**src/hw/rtl/gne_pkg.sv**
```systemverilog
// types, constants and helper functions shared by the grid neighbour expander
// depends on nothing
`timescale 1ns / 1ps
`default_nettype none

package gne_pkg;

	localparam int unsigned IdBits   = 16;
	localparam int unsigned DimBits  = 9;
	localparam int unsigned CostBits = 15;
	localparam int unsigned AreaBits = 2 * DimBits;

	localparam logic [1:0] CFG_MAP_WIDTH     = 2'd0;
	localparam logic [1:0] CFG_MAP_HEIGHT    = 2'd1;
	localparam logic [1:0] CFG_NEIGHBOR_MODE = 2'd2;

	localparam logic [1:0] MODE_FOUR   = 2'd0;
	localparam logic [1:0] MODE_RASTER = 2'd1;

	localparam logic FUNC_WRITE  = 1'b0;
	localparam logic FUNC_EXPAND = 1'b1;

	typedef struct packed {
		logic              func;
		logic [IdBits-1:0] cell_id;
		logic              passable;
	} req_t;

	typedef struct packed {
		logic [IdBits-1:0]   neighbor_id;
		logic [CostBits-1:0] step_cost;
		logic                found;
		logic                out_of_range;
		logic                last;
	} rsp_t;

	typedef enum logic [2:0] {
		ST_IDLE,
		ST_PREP,
		ST_CHECK,
		ST_DIV,
		ST_SCAN
	} state_t;

	typedef enum logic [2:0] {
		PUSH_NONE,
		PUSH_OOR,
		PUSH_EMPTY,
		PUSH_MID,
		PUSH_LAST
	} push_t;

	typedef struct packed {
		logic  wr;
		logic  capture;
		logic  rd_start;
		logic  div_init;
		logic  div_step;
		logic  scan_clear;
		logic  scan_adv;
		push_t push;
	} ctrl_cmd_t;

	typedef struct packed {
		logic out_free;
		logic oor;
		logic start_open;
		logic div_last;
		logic scan_done;
		logic need_push;
		logic pend_valid;
	} ctrl_stat_t;

	// one neighbour offset: minus or plus one in x and y, and diagonal cost
	typedef struct packed {
		logic xm;
		logic xp;
		logic ym;
		logic yp;
		logic diag;
	} nbr_t;

	function automatic nbr_t nbr_offset(input logic [1:0] mode, input logic [2:0] k);
		nbr_t n;
		n = '0;
		if (mode == MODE_RASTER) begin
			case (k)
				3'd0: begin n.xm = 1'b1; n.ym = 1'b1; end
				3'd1: begin n.ym = 1'b1; end
				3'd2: begin n.xp = 1'b1; n.ym = 1'b1; end
				3'd3: begin n.xm = 1'b1; end
				3'd4: begin n.xp = 1'b1; end
				3'd5: begin n.xm = 1'b1; n.yp = 1'b1; end
				3'd6: begin n.yp = 1'b1; end
				default: begin n.xp = 1'b1; n.yp = 1'b1; end
			endcase
		end else begin
			case (k)
				3'd0: begin n.xm = 1'b1; end
				3'd1: begin n.xp = 1'b1; end
				3'd2: begin n.ym = 1'b1; end
				3'd3: begin n.yp = 1'b1; end
				3'd4: begin n.xm = 1'b1; n.ym = 1'b1; n.diag = 1'b1; end
				3'd5: begin n.xm = 1'b1; n.yp = 1'b1; n.diag = 1'b1; end
				3'd6: begin n.xp = 1'b1; n.ym = 1'b1; n.diag = 1'b1; end
				default: begin n.xp = 1'b1; n.yp = 1'b1; n.diag = 1'b1; end
			endcase
		end
		return n;
	endfunction

	function automatic logic [63:0] isqrt64(input logic [63:0] v);
		logic [63:0] val;
		logic [63:0] res;
		logic [63:0] bitv;
		val  = v;
		res  = '0;
		bitv = 64'd1 << 62;
		for (int i = 0; i < 32; i++) begin
			if (val >= res + bitv) begin
				val = val - (res + bitv);
				res = (res >> 1) + bitv;
			end else begin
				res = res >> 1;
			end
			bitv = bitv >> 2;
		end
		return res;
	endfunction

	function automatic logic [CostBits-1:0] cost_one(input int frac);
		logic [63:0] c;
		c = 64'd1 << frac;
		return c[CostBits-1:0];
	endfunction

	// sqrt2 rounded to nearest from floor(2 * sqrt2 * 2^frac)
	function automatic logic [CostBits-1:0] cost_diag(input int frac);
		logic [63:0] twice;
		logic [63:0] c;
		twice = isqrt64(64'd1 << (2 * frac + 3));
		c     = (twice + 64'd1) >> 1;
		return c[CostBits-1:0];
	endfunction

endpackage

`default_nettype wire

```
**src/hw/rtl/gne_ctrl.sv**
```systemverilog
// sequencer of the grid neighbour expander: write, range check, divide, scan
// depends on gne_pkg
`timescale 1ns / 1ps
`default_nettype none

module gne_ctrl (
	input  wire                 clk,
	input  wire                 arst_n,
	input  wire                 req_valid,
	input  wire                 req_func,
	output logic                req_ready,
	input  gne_pkg::ctrl_stat_t stat,
	output gne_pkg::ctrl_cmd_t  cmd
);

	gne_pkg::state_t state_q;
	gne_pkg::state_t state_d;

	always_ff @(posedge clk or negedge arst_n) begin
		if (!arst_n) begin
			state_q <= gne_pkg::ST_IDLE;
		end else begin
			state_q <= state_d;
		end
	end

	always_comb begin
		state_d = state_q;
		case (state_q)
			gne_pkg::ST_IDLE: begin
				if (req_valid && req_func == gne_pkg::FUNC_EXPAND) begin
					state_d = gne_pkg::ST_PREP;
				end
			end
			gne_pkg::ST_PREP: begin
				state_d = gne_pkg::ST_CHECK;
			end
			gne_pkg::ST_CHECK: begin
				if (stat.oor || !stat.start_open) begin
					if (stat.out_free) begin
						state_d = gne_pkg::ST_IDLE;
					end
				end else begin
					state_d = gne_pkg::ST_DIV;
				end
			end
			gne_pkg::ST_DIV: begin
				if (stat.div_last) begin
					state_d = gne_pkg::ST_SCAN;
				end
			end
			gne_pkg::ST_SCAN: begin
				if (stat.scan_done && stat.out_free) begin
					state_d = gne_pkg::ST_IDLE;
				end
			end
			default: begin
				state_d = gne_pkg::ST_IDLE;
			end
		endcase
	end

	always_comb begin
		cmd       = '0;
		cmd.push  = gne_pkg::PUSH_NONE;
		req_ready = 1'b0;
		case (state_q)
			gne_pkg::ST_IDLE: begin
				req_ready = 1'b1;
				if (req_valid) begin
					cmd.wr      = (req_func == gne_pkg::FUNC_WRITE);
					cmd.capture = (req_func == gne_pkg::FUNC_EXPAND);
				end
			end
			gne_pkg::ST_PREP: begin
				cmd.rd_start = 1'b1;
			end
			gne_pkg::ST_CHECK: begin
				if (stat.oor) begin
					if (stat.out_free) begin
						cmd.push = gne_pkg::PUSH_OOR;
					end
				end else if (!stat.start_open) begin
					if (stat.out_free) begin
						cmd.push = gne_pkg::PUSH_EMPTY;
					end
				end else begin
					cmd.div_init   = 1'b1;
					cmd.scan_clear = 1'b1;
				end
			end
			gne_pkg::ST_DIV: begin
				cmd.div_step = 1'b1;
			end
			gne_pkg::ST_SCAN: begin
				if (stat.scan_done) begin
					if (stat.out_free) begin
						cmd.push = stat.pend_valid ? gne_pkg::PUSH_LAST : gne_pkg::PUSH_EMPTY;
					end
				end else if (!stat.need_push || stat.out_free) begin
					cmd.scan_adv = 1'b1;
					cmd.push     = stat.need_push ? gne_pkg::PUSH_MID : gne_pkg::PUSH_NONE;
				end
			end
			default: begin
				cmd = '0;
			end
		endcase
	end

endmodule

`default_nettype wire

```
**config.mk**
```make
export PLATFORM = sky130hd
export DESIGN_NAME = gne_ctrl
export DESIGN_NICKNAME = d
export VERILOG_FILES = /design/src/hw/rtl/gne_pkg.sv /design/src/hw/rtl/gne_ctrl.sv
export SDC_FILE = /design/constraint.sdc
export NUM_CORES = 1
export LEC_CHECK = 0
export BUFFER_PORTS_ARGS = -buffer_cell sky130_fd_sc_hd__buf_2
export CAP_MARGIN = 20
export CORE_AREA = 3 3 40 42
export DETAILED_ROUTE_END_ITERATION = 16
export DIE_AREA = 0 0 43 45
export PLACE_DENSITY = 0.59
export SLEW_MARGIN = 0
export SYNTH_ARGS = -nofsm -noshare
export SYNTH_HDL_FRONTEND = slang
export SYNTH_SLANG_ARGS = --single-unit
```
**constraint.sdc**
```tcl
create_clock -name clk -period 1.7 [get_ports clk]
set_input_delay 0.17 -clock clk [delete_from_list [all_inputs] [get_ports clk]]
set_output_delay 0.17 -clock clk [all_outputs]
set_load 0.02 [all_outputs]
```
# Word level (Yosys, flattened, before mapping)
# Index checks and enable logic that the tools add are counted.
# totals
register_bits	3
inputBits	11
output_inout_bits	11
word_cells	44
# classes
eq_ne	8
n_mux	26
bitwise_logic	1
n_reduce_logical	8
# ops
cell	n
3-bit 2-to-1 mux	10
3-bit case mux with 5 select lines	1
1-bit 2-to-1 mux	9
2-bit 2-to-1 mux	4
3-bit by 2-bit == test with 1-bit output, second input constant	2
2-bit inequality test, second input constant	3
3-bit case mux with 2 select lines	1
4-bit 2-to-1 mux	1
4-bit AND reduction	1
3-bit by 1-bit == test with 1-bit output, second input constant	1
3-bit == test, second input constant	1
3-bit logical NOT	1
3-bit inequality test, second input constant	1
1-bit logical AND	2
1-bit logical NOT	2
1-bit logical OR	2
1-bit NOT	1

# Logic depth before layout (Yosys ltp)
# logic_depth
ltp_word	5
ltp_mapped	5
ltp_nobuf	3

# Least setup slack after synthesis
# OpenSTA, ideal clock, no wires.
# synth_path
path_type	reg2out
start	reg state_q[0]
end	out cmd[9] (netlist name)
arrival_time_ns	1.545
t_required_ns	1.530
slack_ns	-0.015
stages_incl_launch_ff	5
n_path_buf	1
cell_sequence	dfrtp_1 > clkbuf_1 > nor3_1 > nand2_1 > nor2_1
# synth_lines
element	line_no	source
start: declaration	gne_ctrl.sv:16	gne_pkg::state_t state_q;
start signal: assignment	gne_ctrl.sv:21	state_q <= gne_pkg::ST_IDLE;
start signal: assignment	gne_ctrl.sv:23	state_q <= state_d;
end: declaration	gne_ctrl.sv:13	output gne_pkg::ctrl_cmd_t cmd

==> results.toml <==
[floorplanning]
initial_core_util_pct = 23.5
die_y_um = 45
coreArea_um2 = 1280
rows = 13
die_area_um2 = 1940
fp.dieW_um = 43
pin_count = 22

[global_route]
use_met2_pct = 14.4
use_met3_pct = 4.78
track_usage_pct = 9.17
globalRouteOverflowTotal = 0
grt_first_pass_wirelength_mm = 1.33
antenna_found_initial = 0
grt_pass1_vias = 328
grt_use_met1_pct = 11.4
busiest_layer = "met2"
grt_max_degree = 11

[clocking]
insertion_delay_ns = 0.23
cts_buffers = 3
cts_buffer_depth = 2
htreeDepth = 1
cts_sinks = 3
cts_tree = "done"
cts_setup_buffers = 0
cts.clk_slew.worst_paths_ns = 0.04
cts_root_buffer = "clkbuf_4"

[logic_synthesis]
synth_warnings = 0
async_reset_ff_share_pct = 100
yosysTopAreaCellShare_pct = 24.9
synth_cell_type_count = 24
synth_edf_count = 0
yosys-top-cells-area = "dfrtp_1 25%, nor2_1 7.5%, nand2_1 6.2%"
synth_cells = 42
synth_seq_area_share_pct = 24.9
synth_ff_type = "dfrtp_1"
synth_nets = 53
syn_area_um2 = 302
yosys_register_bits = 3
synth_top_area_cell = "dfrtp_1"
synth.avg_cell_area_um2 = 7.18

[placed_design]
gp_congestion = 0.722
preCtsSetupSlack_ns = 0.279
portBuffers = 21
hpwlAfterDp_um = 657

[power_and_ir_drop]
ir_drop_mv = 0.417
powerDensity_nw_per_um2 = 1230
power.leakage_nw = 0.240

[cells_and_area]
largest_reg_flops = 3
drive_gt1_share_pct = 47.0
syn_to_final_growth_pct = 53.5
top_regs = "state_q x3"
final_common_cell = "buf_2"
diodes = 0
multiInputGateArea_um2 = 211
fin_util_pct = 36.0
regMostFlops = "state_q"
fin_nets = 78
fillerInstances = 134
regArea_um2 = 77.6
most-common-layout-cells = "20 x buf_2, 6 x nor2_1, 5 x nand2_1"

[critical_path]
slowest_stage = "dfrtp_2"
critPathMaxFanout = 10
cp_cell_sequence = "or3b_4 -> a211oi_2 -> buf_4"
crit_arrival_ns = 1.46
slowest_delay_ns = 0.45
start_kind = "flop"
cp.required_ns = 1.53
crit_family = "flip-flops"
end_kind = "output port"
path_class = "flop to output port"
cp_num_buf_inv = 1

[sta]
maxSlewViolCount = 0
rsz0062_at_grt = "no"
period_share_pct = 95.8
setup_tns_ns = 0
clock_skew_ns = 0.00148
min_period_ns = 1.63
slew_headroom_pct = 80.2
worst_slew_pin_slew_ns = 0.293
fmax_ghz = 0.614
setup_slack_ns = 0.0706
setup_viol = 0
hold_viol_final = 0

[route]
drtIter0Drc = 2
dr.pass1.iters = 3
ant_nets = 0
drc = 0
viasPerCell = 4.52
dr_total_vias = 366
routed_wl_um = 825
routedWlPerCell_um = 10.2

[outcome]
status = "complete, no violations"

[run]
drv_cap = 0

[worst_hold_path]
hp-class = "input port to flop"
## logic make-up (layout without fill, tap and decap cells)
| family | count (synthesis) | count (layout) | share of synthesized area (%) |
|---|---|---|---|
| buf+inv | 4 | 28 | 6.64 |
| compound gates | 9 | 9 | 21.2 |
| flops | 3 | 3 | 24.9 |
| simple gates | 26 | 26 | 47.3 |
## path summary, 6_finish.rpt
kind / end / slack (ns) / from / depth (start not counted)
worst max-delay path: cmd[3] / 0.07 / state_q[1] / 3
worst min-delay path: state_q[2] / 0.17 / stat[3] / 2
worst max register to register: state_q[2] / 0.56 / state_q[1] / 3
worst min register to register: state_q[1] / 0.51 / state_q[2] / 1
max in group asynchronous: state_q[2] / 1.31 / arst_n / 2
min in group asynchronous: state_q[0] / 0.27 / arst_n / 2
## synth_stat cells (2+ instances only)
| cell | number |
|---|---|
| nor2_1 | 6 |
| nand2_1 | 5 |
| a21oi_1 | 3 |
| dfrtp_1 | 3 |
| nand3_1 | 3 |
| nand3b_1 | 2 |
| nor2b_1 | 2 |
| nor3_1 | 2 |
## layout make-up
class | instances | share of cell area, %
multi-input combinational | 35 | 45.7
timing repair buffer | 23 | 27.0
sequential | 3 | 16.8
clock buffer | 4 | 5.68
tap | 15 | 4.05
inverter | 1 | 0.811
## what timing repair did
item / 4_1_cts / 5_1_grt
endpoints found under the hold margin: 3 / 0
resized for setup: 0 / 3
hold buffers: 1 / 0
setup endpoints to repair: 0 / 2
## metrics by stage
step	hold slack [ns]	cells	cell area [um2]	total power [mW]
after CTS	0.172	81	458	0.573
after detailed placement	-0.0284	76	422	0.442
after global placement	-0.0318	76	422	0.443
final	0.173	81	463	0.570
after floorplan	-0.126	42	307	0.348
after global routing	0.173	81	463	0.626
## per-layer routing
layer	wire length, um	vias to the layer above
met2	366	15
met1	389	158
li1	-	193
met4	0	0
met3	70	0
met5	0	-
## power breakdown
| group | internal [mW] | leakage [nW] | total, mW | switching [mW] |
|---|---|---|---|---|
| Sequential | 0.0983 | 0.0367 | 0.137 | 0.0390 |
| Combinational | 0.127 | 0.188 | 0.307 | 0.180 |
| Clock | 0.0880 | 0.0150 | 0.126 | 0.0380 |
## worst reg2reg max path: stages (launching register included)
cell and delay, ns:
dfrtp_2 0.45, or3b_4 0.41, a21oi_2 0.12, a21o_1 0.09
(Power assumes the default switching activity.)
